File: src/rtl/core/gsat_pkg.sv
package gsat_pkg;

	localparam int TAG_W  = 16;
	localparam int NODE_W = 3;
	localparam int SLOT_W = 4;
	localparam int CNT_W  = 7;
	localparam int CFG_W  = 32;
	localparam int NIB_W  = 4;

	typedef enum logic [1:0] {
		FN_PAIR    = 2'd0,
		FN_RELEASE = 2'd1,
		FN_QUERY   = 2'd2,
		FN_READ    = 2'd3
	} func_t;

	typedef enum logic [2:0] {
		ST_GRANT    = 3'd0,
		ST_REJECT   = 3'd1,
		ST_RELEASED = 3'd2,
		ST_ANSWER   = 3'd3,
		ST_BAD      = 3'd4
	} status_t;

	typedef enum logic [2:0] {
		S_IDLE,
		S_DECODE,
		S_SCAN,
		S_DRAIN,
		S_FINISH
	} state_t;

	typedef struct packed {
		logic load;
		logic pair_chk;
		logic scan_clr;
		logic step;
		logic rd_issue;
		logic finish;
	} cmd_t;

	typedef struct packed {
		func_t func;
		logic  last;
		logic  scan_end;
		logic  failed;
		logic  cap_zero;
		logic  out_free;
	} sts_t;

endpackage

File: src/rtl/core/gpu_slot_allocation_table_top.sv
// a non-final pair returns no result; a final pair scans the whole table, or stops early if rejected
// release scans the whole table then drains; free count scans the node's capacity (absent node: no scan)
// throughput: one transaction at a time, set by the one-slot-per-cycle table scan
// the next transaction is taken while the previous result waits in the output register
// reset clears configuration, busy and pending bits, failure flag and occupancy count
// owner memory is not cleared and its read data is used only for busy slots
module gpu_slot_allocation_table_top
	import gsat_pkg::*;
#(
	parameter int NODES          = 8,
	parameter int SLOTS_PER_NODE = 8,
	parameter int TAG_BITS       = 16
) (
	input  logic              clk,
	input  logic              arst_n,
	input  logic              cfg_valid,
	output logic              cfg_ready,
	input  logic [CFG_W-1:0]  cfg_data,
	input  logic              in_valid,
	output logic              in_ready,
	input  logic [1:0]        func,
	input  logic [TAG_W-1:0]  job_tag,
	input  logic [NODE_W-1:0] node_sel,
	input  logic [SLOT_W-1:0] slot_sel,
	input  logic              last_pair,
	output logic              out_valid,
	input  logic              out_ready,
	output logic [2:0]        status,
	output logic [CNT_W-1:0]  count,
	output logic [CNT_W-1:0]  used_total,
	output logic              slot_busy_out,
	output logic [TAG_W-1:0]  owner_tag
);

	cmd_t cmd;
	sts_t sts;

	assign cfg_ready = 1'b1;

	gsat_ctrl u_ctrl (
		.clk      (clk),
		.arst_n   (arst_n),
		.in_valid (in_valid),
		.sts      (sts),
		.in_ready (in_ready),
		.cmd      (cmd)
	);

	gsat_dp #(
		.NODES          (NODES),
		.SLOTS_PER_NODE (SLOTS_PER_NODE),
		.TAG_BITS       (TAG_BITS)
	) u_dp (
		.clk           (clk),
		.arst_n        (arst_n),
		.cfg_valid     (cfg_valid),
		.cfg_data      (cfg_data),
		.func          (func),
		.job_tag       (job_tag),
		.node_sel      (node_sel),
		.slot_sel      (slot_sel),
		.last_pair     (last_pair),
		.cmd           (cmd),
		.sts           (sts),
		.out_ready     (out_ready),
		.out_valid     (out_valid),
		.status        (status),
		.count         (count),
		.used_total    (used_total),
		.slot_busy_out (slot_busy_out),
		.owner_tag     (owner_tag)
	);

endmodule

File: src/rtl/core/gsat_ctrl.sv
module gsat_ctrl
	import gsat_pkg::*;
(
	input  logic clk,
	input  logic arst_n,
	input  logic in_valid,
	input  sts_t sts,
	output logic in_ready,
	output cmd_t cmd
);

	state_t state_q;
	state_t state_d;

	always_ff @(posedge clk or negedge arst_n) begin
		if (!arst_n) begin
			state_q <= S_IDLE;
		end else begin
			state_q <= state_d;
		end
	end

	always_comb begin
		state_d = state_q;
		unique case (state_q)
			S_IDLE: begin
				if (in_valid) state_d = S_DECODE;
			end
			S_DECODE: begin
				unique case (sts.func)
					FN_PAIR:    state_d = sts.last ? S_SCAN : S_IDLE;
					FN_RELEASE: state_d = S_SCAN;
					FN_QUERY:   state_d = sts.cap_zero ? S_FINISH : S_SCAN;
					FN_READ:    state_d = S_FINISH;
				endcase
			end
			S_SCAN: begin
				if (sts.func == FN_PAIR && sts.failed) begin
					state_d = S_FINISH;
				end else if (sts.scan_end) begin
					state_d = (sts.func == FN_RELEASE) ? S_DRAIN : S_FINISH;
				end
			end
			S_DRAIN: state_d = S_FINISH;
			S_FINISH: begin
				if (sts.out_free) state_d = S_IDLE;
			end
			default: state_d = S_IDLE;
		endcase
	end

	always_comb begin
		cmd      = '0;
		in_ready = 1'b0;
		unique case (state_q)
			S_IDLE: begin
				in_ready = 1'b1;
				cmd.load = in_valid;
			end
			S_DECODE: begin
				cmd.pair_chk = (sts.func == FN_PAIR);
				cmd.scan_clr = (sts.func == FN_PAIR && sts.last) || (sts.func == FN_RELEASE)
					|| (sts.func == FN_QUERY && !sts.cap_zero);
				cmd.rd_issue = (sts.func == FN_READ);
			end
			S_SCAN: begin
				cmd.step = !(sts.func == FN_PAIR && sts.failed);
			end
			S_DRAIN: begin
				cmd = '0;
			end
			S_FINISH: begin
				cmd.finish = sts.out_free;
			end
			default: begin
				cmd = '0;
			end
		endcase
	end

	a_finish_free: assert property (@(posedge clk) disable iff (!arst_n)
		cmd.finish |-> sts.out_free)
		else $error("result loaded while output register occupied");

	a_load_idle: assert property (@(posedge clk) disable iff (!arst_n)
		cmd.load |=> (state_q == S_DECODE))
		else $error("accepted transaction not decoded");

	a_ready_idle: assert property (@(posedge clk) disable iff (!arst_n)
		in_ready |-> (state_q == S_IDLE))
		else $error("input ready outside idle state");

endmodule

File: src/rtl/core/gsat_dp.sv
module gsat_dp
	import gsat_pkg::*;
#(
	parameter int NODES          = 8,
	parameter int SLOTS_PER_NODE = 8,
	parameter int TAG_BITS       = 16
) (
	input  logic              clk,
	input  logic              arst_n,
	input  logic              cfg_valid,
	input  logic [CFG_W-1:0]  cfg_data,
	input  logic [1:0]        func,
	input  logic [TAG_W-1:0]  job_tag,
	input  logic [NODE_W-1:0] node_sel,
	input  logic [SLOT_W-1:0] slot_sel,
	input  logic              last_pair,
	input  cmd_t              cmd,
	output sts_t              sts,
	input  logic              out_ready,
	output logic              out_valid,
	output logic [2:0]        status,
	output logic [CNT_W-1:0]  count,
	output logic [CNT_W-1:0]  used_total,
	output logic              slot_busy_out,
	output logic [TAG_W-1:0]  owner_tag
);

	localparam int TOTAL = NODES * SLOTS_PER_NODE;
	localparam int IW    = (TOTAL > 1) ? $clog2(TOTAL) : 1;
	localparam int CW    = $clog2(TOTAL + 1);
	localparam int OW    = (TAG_BITS < TAG_W) ? TAG_BITS : TAG_W;

	logic [CFG_W-1:0]  cfg_q;
	func_t             func_q;
	logic [TAG_W-1:0]  tag_q;
	logic [NODE_W-1:0] node_q;
	logic [SLOT_W-1:0] slot_q;
	logic              last_q;

	logic [TOTAL-1:0]  busy_q;
	logic [TOTAL-1:0]  pending_q;
	logic              fail_q;
	logic [CW-1:0]     used_q;
	logic [CW-1:0]     acc_q;
	logic [IW-1:0]     idx_q;
	logic [IW-1:0]     idx_s1;
	logic              rel_vld_s1;

	logic [OW-1:0]     owner_mem [TOTAL];
	logic [OW-1:0]     rdata_q;

	logic              out_valid_q;
	status_t           status_q;
	logic [CNT_W-1:0]  count_q;
	logic [CNT_W-1:0]  used_out_q;
	logic              busy_out_q;
	logic [TAG_W-1:0]  owner_out_q;

	logic [NIB_W-1:0]  nib;
	logic              node_ok;
	logic [NIB_W-1:0]  cap;
	logic              cap_zero;
	logic              slot_ok;
	logic [IW-1:0]     base;
	logic [IW-1:0]     idx_item;
	logic [IW-1:0]     end_idx;
	logic [IW-1:0]     rd_addr;
	logic              commit_wr;
	logic              rel_step;
	logic              rel_hit;
	logic              qry_hit;
	logic [CW:0]       used_sum;
	logic [CW-1:0]     used_d;
	status_t           status_d;
	logic [CW-1:0]     count_d;
	logic              busy_out_d;
	logic [OW-1:0]     owner_d;
	logic              out_free;

	assign nib      = cfg_q[{node_q, 2'b00} +: NIB_W];
	assign node_ok  = (32'(node_q) < NODES);
	assign cap      = !node_ok ? '0
		: (32'(nib) > SLOTS_PER_NODE) ? NIB_W'(SLOTS_PER_NODE) : nib;
	assign cap_zero = (cap == '0);
	assign slot_ok  = !cap_zero && (slot_q < cap);
	assign base     = IW'(32'(node_q) * SLOTS_PER_NODE);
	assign idx_item = base + IW'(slot_q);
	assign end_idx  = (func_q == FN_QUERY) ? (base + IW'(cap) - IW'(1)) : IW'(TOTAL - 1);
	assign rd_addr  = cmd.rd_issue ? idx_item : idx_q;

	assign commit_wr = cmd.step && (func_q == FN_PAIR) && pending_q[idx_q] && !busy_q[idx_q];
	assign rel_step  = cmd.step && (func_q == FN_RELEASE);
	assign rel_hit   = rel_vld_s1 && busy_q[idx_s1] && (rdata_q == tag_q[OW-1:0]);
	assign qry_hit   = cmd.step && (func_q == FN_QUERY) && !busy_q[idx_q];
	assign out_free  = !out_valid_q || out_ready;

	assign sts.func     = func_q;
	assign sts.last     = last_q;
	assign sts.scan_end = (idx_q == end_idx);
	assign sts.failed   = fail_q;
	assign sts.cap_zero = cap_zero;
	assign sts.out_free = out_free;

	// occupancy after the item
	always_comb begin
		used_sum = (CW + 1)'(used_q) + (CW + 1)'(acc_q);
		used_d   = used_q;
		unique case (func_q)
			FN_PAIR: begin
				if (!fail_q) begin
					used_d = (used_sum > (CW + 1)'(TOTAL)) ? CW'(TOTAL) : CW'(used_sum);
				end
			end
			FN_RELEASE: used_d = (used_q > acc_q) ? (used_q - acc_q) : '0;
			FN_QUERY:   used_d = used_q;
			FN_READ:    used_d = used_q;
		endcase
	end

	always_comb begin
		status_d   = ST_BAD;
		count_d    = '0;
		busy_out_d = 1'b0;
		owner_d    = '0;
		unique case (func_q)
			FN_PAIR: begin
				status_d = fail_q ? ST_REJECT : ST_GRANT;
				count_d  = fail_q ? '0 : acc_q;
			end
			FN_RELEASE: begin
				status_d = ST_RELEASED;
				count_d  = acc_q;
			end
			FN_QUERY: begin
				status_d = cap_zero ? ST_BAD : ST_ANSWER;
				count_d  = cap_zero ? '0 : acc_q;
			end
			FN_READ: begin
				if (slot_ok) begin
					status_d   = ST_ANSWER;
					busy_out_d = busy_q[idx_item];
					owner_d    = busy_q[idx_item] ? rdata_q : '0;
				end
			end
		endcase
	end

	always_ff @(posedge clk) begin
		if (commit_wr) owner_mem[idx_q] <= tag_q[OW-1:0];
		if (cmd.rd_issue || rel_step) rdata_q <= owner_mem[rd_addr];
	end

	always_ff @(posedge clk) begin
		if (cmd.load) begin
			func_q <= func_t'(func);
			tag_q  <= job_tag;
			node_q <= node_sel;
			slot_q <= slot_sel;
			last_q <= last_pair;
		end
		if (cmd.scan_clr) begin
			idx_q <= (func_q == FN_QUERY) ? base : '0;
			acc_q <= '0;
		end else begin
			if (cmd.step) idx_q <= idx_q + IW'(1);
			if (commit_wr || rel_hit || qry_hit) acc_q <= acc_q + CW'(1);
		end
		idx_s1 <= idx_q;
		if (cmd.finish) begin
			status_q    <= status_d;
			count_q     <= CNT_W'(count_d);
			used_out_q  <= CNT_W'(used_d);
			busy_out_q  <= busy_out_d;
			owner_out_q <= TAG_W'(owner_d);
		end
	end

	always_ff @(posedge clk or negedge arst_n) begin
		if (!arst_n) begin
			cfg_q       <= '0;
			busy_q      <= '0;
			pending_q   <= '0;
			fail_q      <= 1'b0;
			used_q      <= '0;
			rel_vld_s1  <= 1'b0;
			out_valid_q <= 1'b0;
		end else begin
			if (cfg_valid) cfg_q <= cfg_data;
			rel_vld_s1 <= rel_step;
			if (cmd.pair_chk) begin
				if (!slot_ok || busy_q[idx_item]) begin
					fail_q <= 1'b1;
				end else begin
					pending_q[idx_item] <= 1'b1;
				end
			end
			if (commit_wr) busy_q[idx_q] <= 1'b1;
			if (rel_hit) busy_q[idx_s1] <= 1'b0;
			if (cmd.finish) begin
				used_q <= used_d;
				if (func_q == FN_PAIR) begin
					pending_q <= '0;
					fail_q    <= 1'b0;
				end
			end
			if (cmd.finish) begin
				out_valid_q <= 1'b1;
			end else if (out_ready) begin
				out_valid_q <= 1'b0;
			end
		end
	end

	assign out_valid     = out_valid_q;
	assign status        = status_q;
	assign count         = count_q;
	assign used_total    = used_out_q;
	assign slot_busy_out = busy_out_q;
	assign owner_tag     = owner_out_q;

	a_used_max: assert property (@(posedge clk) disable iff (!arst_n)
		used_q <= CW'(TOTAL))
		else $error("occupancy count above table size");

	a_used_match: assert property (@(posedge clk) disable iff (!arst_n)
		cmd.load |-> (32'(used_q) == $countones(busy_q)))
		else $error("occupancy count out of step with busy bits");

	a_pending_free: assert property (@(posedge clk) disable iff (!arst_n)
		cmd.load |-> ((pending_q & busy_q) == '0))
		else $error("pending mark on busy slot between transactions");

endmodule

File: config.mk
export PLATFORM = sky130hd
export DESIGN_NAME = gpu_slot_allocation_table_top
export DESIGN_NICKNAME = d
export VERILOG_FILES = /design/src/rtl/core/gsat_pkg.sv /design/src/rtl/core/gpu_slot_allocation_table_top.sv /design/src/rtl/core/gsat_ctrl.sv /design/src/rtl/core/gsat_dp.sv
export SDC_FILE = /design/constraint.sdc
export NUM_CORES = 2
export LEC_CHECK = 0
export BUFFER_PORTS_ARGS = -buffer_cell sky130_fd_sc_hd__buf_4
export CORE_ASPECT_RATIO = 0.75
export CORE_MARGIN = 4
export CORE_UTILIZATION = 25
export CTS_BUF_LIST = sky130_fd_sc_hd__clkbuf_4 sky130_fd_sc_hd__clkbuf_8 sky130_fd_sc_hd__clkbuf_16
export DETAILED_ROUTE_END_ITERATION = 8
export PLACE_DENSITY = 0.47
export SKIP_LAST_GASP = 1
export SYNTH_ARGS = -nofsm -noshare
export SYNTH_HDL_FRONTEND = slang
export SYNTH_HIERARCHICAL = 1
export SYNTH_SLANG_ARGS = --single-unit
File: constraint.sdc
create_clock -name clk -period 10.4 [get_ports clk]
set_input_delay 2.08 -clock clk [delete_from_list [all_inputs] [get_ports clk]]
set_output_delay 2.08 -clock clk [all_outputs]
set_load 0.02 [all_outputs]
==> run_results.csv <==
group,metric,value,unit
outcome,status,"finished clean",
grt,grt.total_usage,14.9,%
worst_setup_path,worst-setup-path-type,"register to register",
synth,syn_area_per_cell,17.0,sq um
sta,setup_viol,0,
synth,syn_nets,3270,
worst_setup_path,r2r_slack,4.87,ns
sta,max_freq,0.181,GHz
clocking,cts_resized,0,
sta,tns,0,ns
routing,ant_nets,0,
routing,drc,0,
clocking,insertion_delay,0.78,ns
worst_setup_path,crit_fanout,45,
clocking,clockRootBuffer,"clkbuf_16",
worst_setup_path,worst_path_largest_cell_delay,0.59,ns
final_layout,drive_above_1_share,24.6,%
clocking,cts_hold_buf,0,
routing,wl_per_cell,26.9,microns
clocking,cts.sinks,1292,
worst_setup_path,endpoint_kind,"register",
sta,period_needed,5.53,ns
worst_setup_path,critPathMostFrequentCell,"buf_4",
grt,grt_max_degree,127,
sta,clock_skew,0.0341,ns
synth,synthesis.area,0.0539,sq mm
routing,vias,31600,
sta,slew_violations,0,
job,maxCapViolCount,0,
placed_design,dp_hpwl,106000,microns
sta,fin_crit_sh,53.1,%
sta,rsz0062_at_grt,"no",
clocking,htree_levels,4,
clocking,numCtsBuffers,134,
clocking,post_cts.repair.setup_buffers,0,
pwr,leakagePower,20.8,nW
sta,finalHoldViolCount,0,
worst_setup_path,cp-start-kind,"register",
routing,wl,169000,microns
routing,drtIter0Drc,3822,
synth,ys_ff_latch,1292,
worst_setup_path,crit_buf_inv,5,
final_layout,fin_util,29.4,%
pwr,peakVddDrop,0.257,mV
floorplan,dieArea,0.223,sq mm
floorplan,dieHeight,410,microns
placed_design,gp_congestion,0.889,
synth,netlist-cell-type-count,80,
worst_setup_path,path_delay_family,"buffers and inverters",
synth,ys_seq_area_share,70.1,%
synth,ys_warn_count,6,
floorplan,die_width,544,microns
final_layout,syn2layout_area_growth,16.9,%
clocking,clkSlewWorstSetupHoldPaths,0.06,ns
floorplan,initial_utilization,25.2,%
grt,first_global_vias,30700,
final_layout,final_net_count,3449,
routing,dr.pass1.iters,6,
worst_setup_path,worstPathArrival,5.98,ns
routing,viasPerCell,5.03,
grt,antenna_found_initial,4,
placed_design,port_buffers,98,
synth,syn_inst,3177,
grt,grt_pass1_wl,241000,microns
clocking,clockBufferDepth,3,
synth,async_reset_ff_share,13.4,%
grt,grt_overflow_total,0,
min_path,min_path_type,"register to register",
worst_setup_path,crit_required,10.86,ns
pwr,powerDensity,269,mW/mm^2
worst_setup_path,crit_path_cell_trace,"buf_4 > nor2_1 > buf_4 > a221oi_1 > nor3_1 > nor4_1 > nand4_1 > a2111oi_4 > buf_4 > buf_4 > nand2_1 > nor2_1 > buf_4",
floorplan,core-area,0.214,sq mm
synth,synth_top_flop_cell,"edfxtp_1",
sta,slew_headroom,4.84,%
floorplan,ios,100,
clocking,cts_tree,"yes",
synth,synth_edf_count,1106,
floorplan,row_count,147,
sta,tightest_slew,1.42,ns
worst_setup_path,slowest_stage,"edfxtp_1",
[per-layer routing]
metal | up-vias | wire length, microns | global-route usage [%]
li1 | 13200 | - | -
met1 | 16900 | 84100 | 24.2
met2 | 1326 | 66900 | 19.4
met3 | 190 | 15200 | 3.81
met4 | 0 | 2790 | 3.28
met5 | - | 0 | 0
[report_power, final]
| part | leakage, nW | internal (mW) | total [mW] | switching (mW) |
|---|---|---|---|---|
| registers | 12.4 | 6.09 | 6.28 | 0.188 |
| logic | 6.24 | 1.95 | 5.84 | 3.89 |
| clock network | 2.17 | 2.73 | 4.84 | 2.12 |
| total | 20.8 | 10.8 | 17.0 | 6.20 |
[final timing paths]
check,to,depth (start not counted),from
max in group asynchronous,u_dp/pending_q[50],2,arst_n
worst max register to register,u_dp/owner_mem[25][5],13,u_dp/idx_q[1]
worst min-delay path,u_dp/pending_q[56],2,u_dp/pending_q[56]
worst max-delay path,u_dp/owner_mem[25][5],13,u_dp/idx_q[1]
worst min register to register,u_dp/pending_q[56],2,u_dp/pending_q[56]
min in group asynchronous,u_dp/pending_q[63],1,arst_n
[cell usage in the layout (no fill, tap or decap), types with 8 or more instances in the layout]
master	netlist	final
nand2b_1	13	13
nand3_1	24	24
nor3b_1	12	12
dfxtp_1	13	13
clkbuf_16	0	136
or2_2	8	8
edfxtp_1	1106	1106
nand4_1	8	8
o21ai_0	42	42
a311oi_1	33	33
and2_1	67	67
dfrtp_1	173	173
nor2_1	131	125
inv_1	49	49
a221oi_1	25	25
nand2_1	198	197
clkbuf_4	0	33
a211oi_1	86	86
mux2_2	58	57
buf_4	8	247
nor3_1	24	18
clkinv_2	0	16
clkinv_1	0	25
nand3b_1	19	19
nor2b_1	19	19
ha_1	27	27
mux4_2	274	274
a31oi_1	101	101
a22o_1	63	63
a21oi_1	147	146
mux2i_1	33	28
and3_1	33	32
xnor2_1	27	27
a22oi_1	16	16
[final cells by class]
cell class	instances	area, sq um
Clock inverter	66	648
Sequential cell	1292	37800
Multi-Input combinational cell	1625	15200
Clock buffer	174	3720
Antenna cell	1	2.50
Fill cell	21100	151000
Tap cell	2831	3540
Inverter	50	188
Timing Repair Buffer	253	1970
[sequential cells by signal, indices dropped and copies added (netlist names), 7 cells and up]
register and flops:
u_dp/pending_q 64, u_dp/used_q 7, u_dp/cfg_q 32, u_dp/tag_q 16, u_dp/busy_q 64, u_dp/owner_mem 1024, u_dp/count 7, u_dp/used_total 7
u_dp/acc_q 7, u_dp/rdata_q 16, u_dp/owner_tag 16
[per-stage QoR]
step	area, sq um	hold slack, ns	setup slack [ns]	cells	power [mW]
2_1_floorplan	53900	0.343	6.01	3177	9.83
3_3_place_gp	58700	0.459	4.99	6051	12.2
3_5_place_dp	58700	0.471	4.97	6051	12.2
4_1_cts	63100	0.485	4.95	6291	17.1
5_1_grt	63100	0.495	4.63	6291	17.7
6_report	63100	0.478	4.87	6292	17.0
[cell usage after synthesis (all sizes together), types with 16 or more instances]
library cell  instances  share of area [%]
edfxtp             1106                 62
mux4                274                 11
nand2               198                1.4
dfrtp               173                8.0
a21oi               147                1.4
nor2                131               0.91
clkbuf              114               0.79
a31oi               101                1.2
buf                  96               0.84
a211oi               88                1.3
and2                 72               0.84
a22o                 63                1.0
mux2                 58                1.2
inv                  50               0.35
o21ai                44               0.41
mux2i                34               0.65
a311oi               33               0.54
and3                 33               0.38
ha                   27               0.63
xnor2                27               0.44
a221oi               25               0.41
nand3                25               0.26
nor3                 25               0.24
nand3b               19               0.26
nor2b                19               0.22
a22oi                16               0.22
[worst min-delay path: stages, from the launching register on]
cell     delay [ns]
dfrtp_1        0.34
nand2_1        0.05
o31ai_1        0.05
[kinds of logic after synthesis]
kind of cell	share of synthesized area, %
simple gates	5.64
buf+inv	1.99
mux	13.3
xor+xnor	0.552
flops	70.1
other cells	0.00695
compound gates	7.67
fa+ha+maj	0.738
No activity file was read; power rests on OpenSTA's default activity.
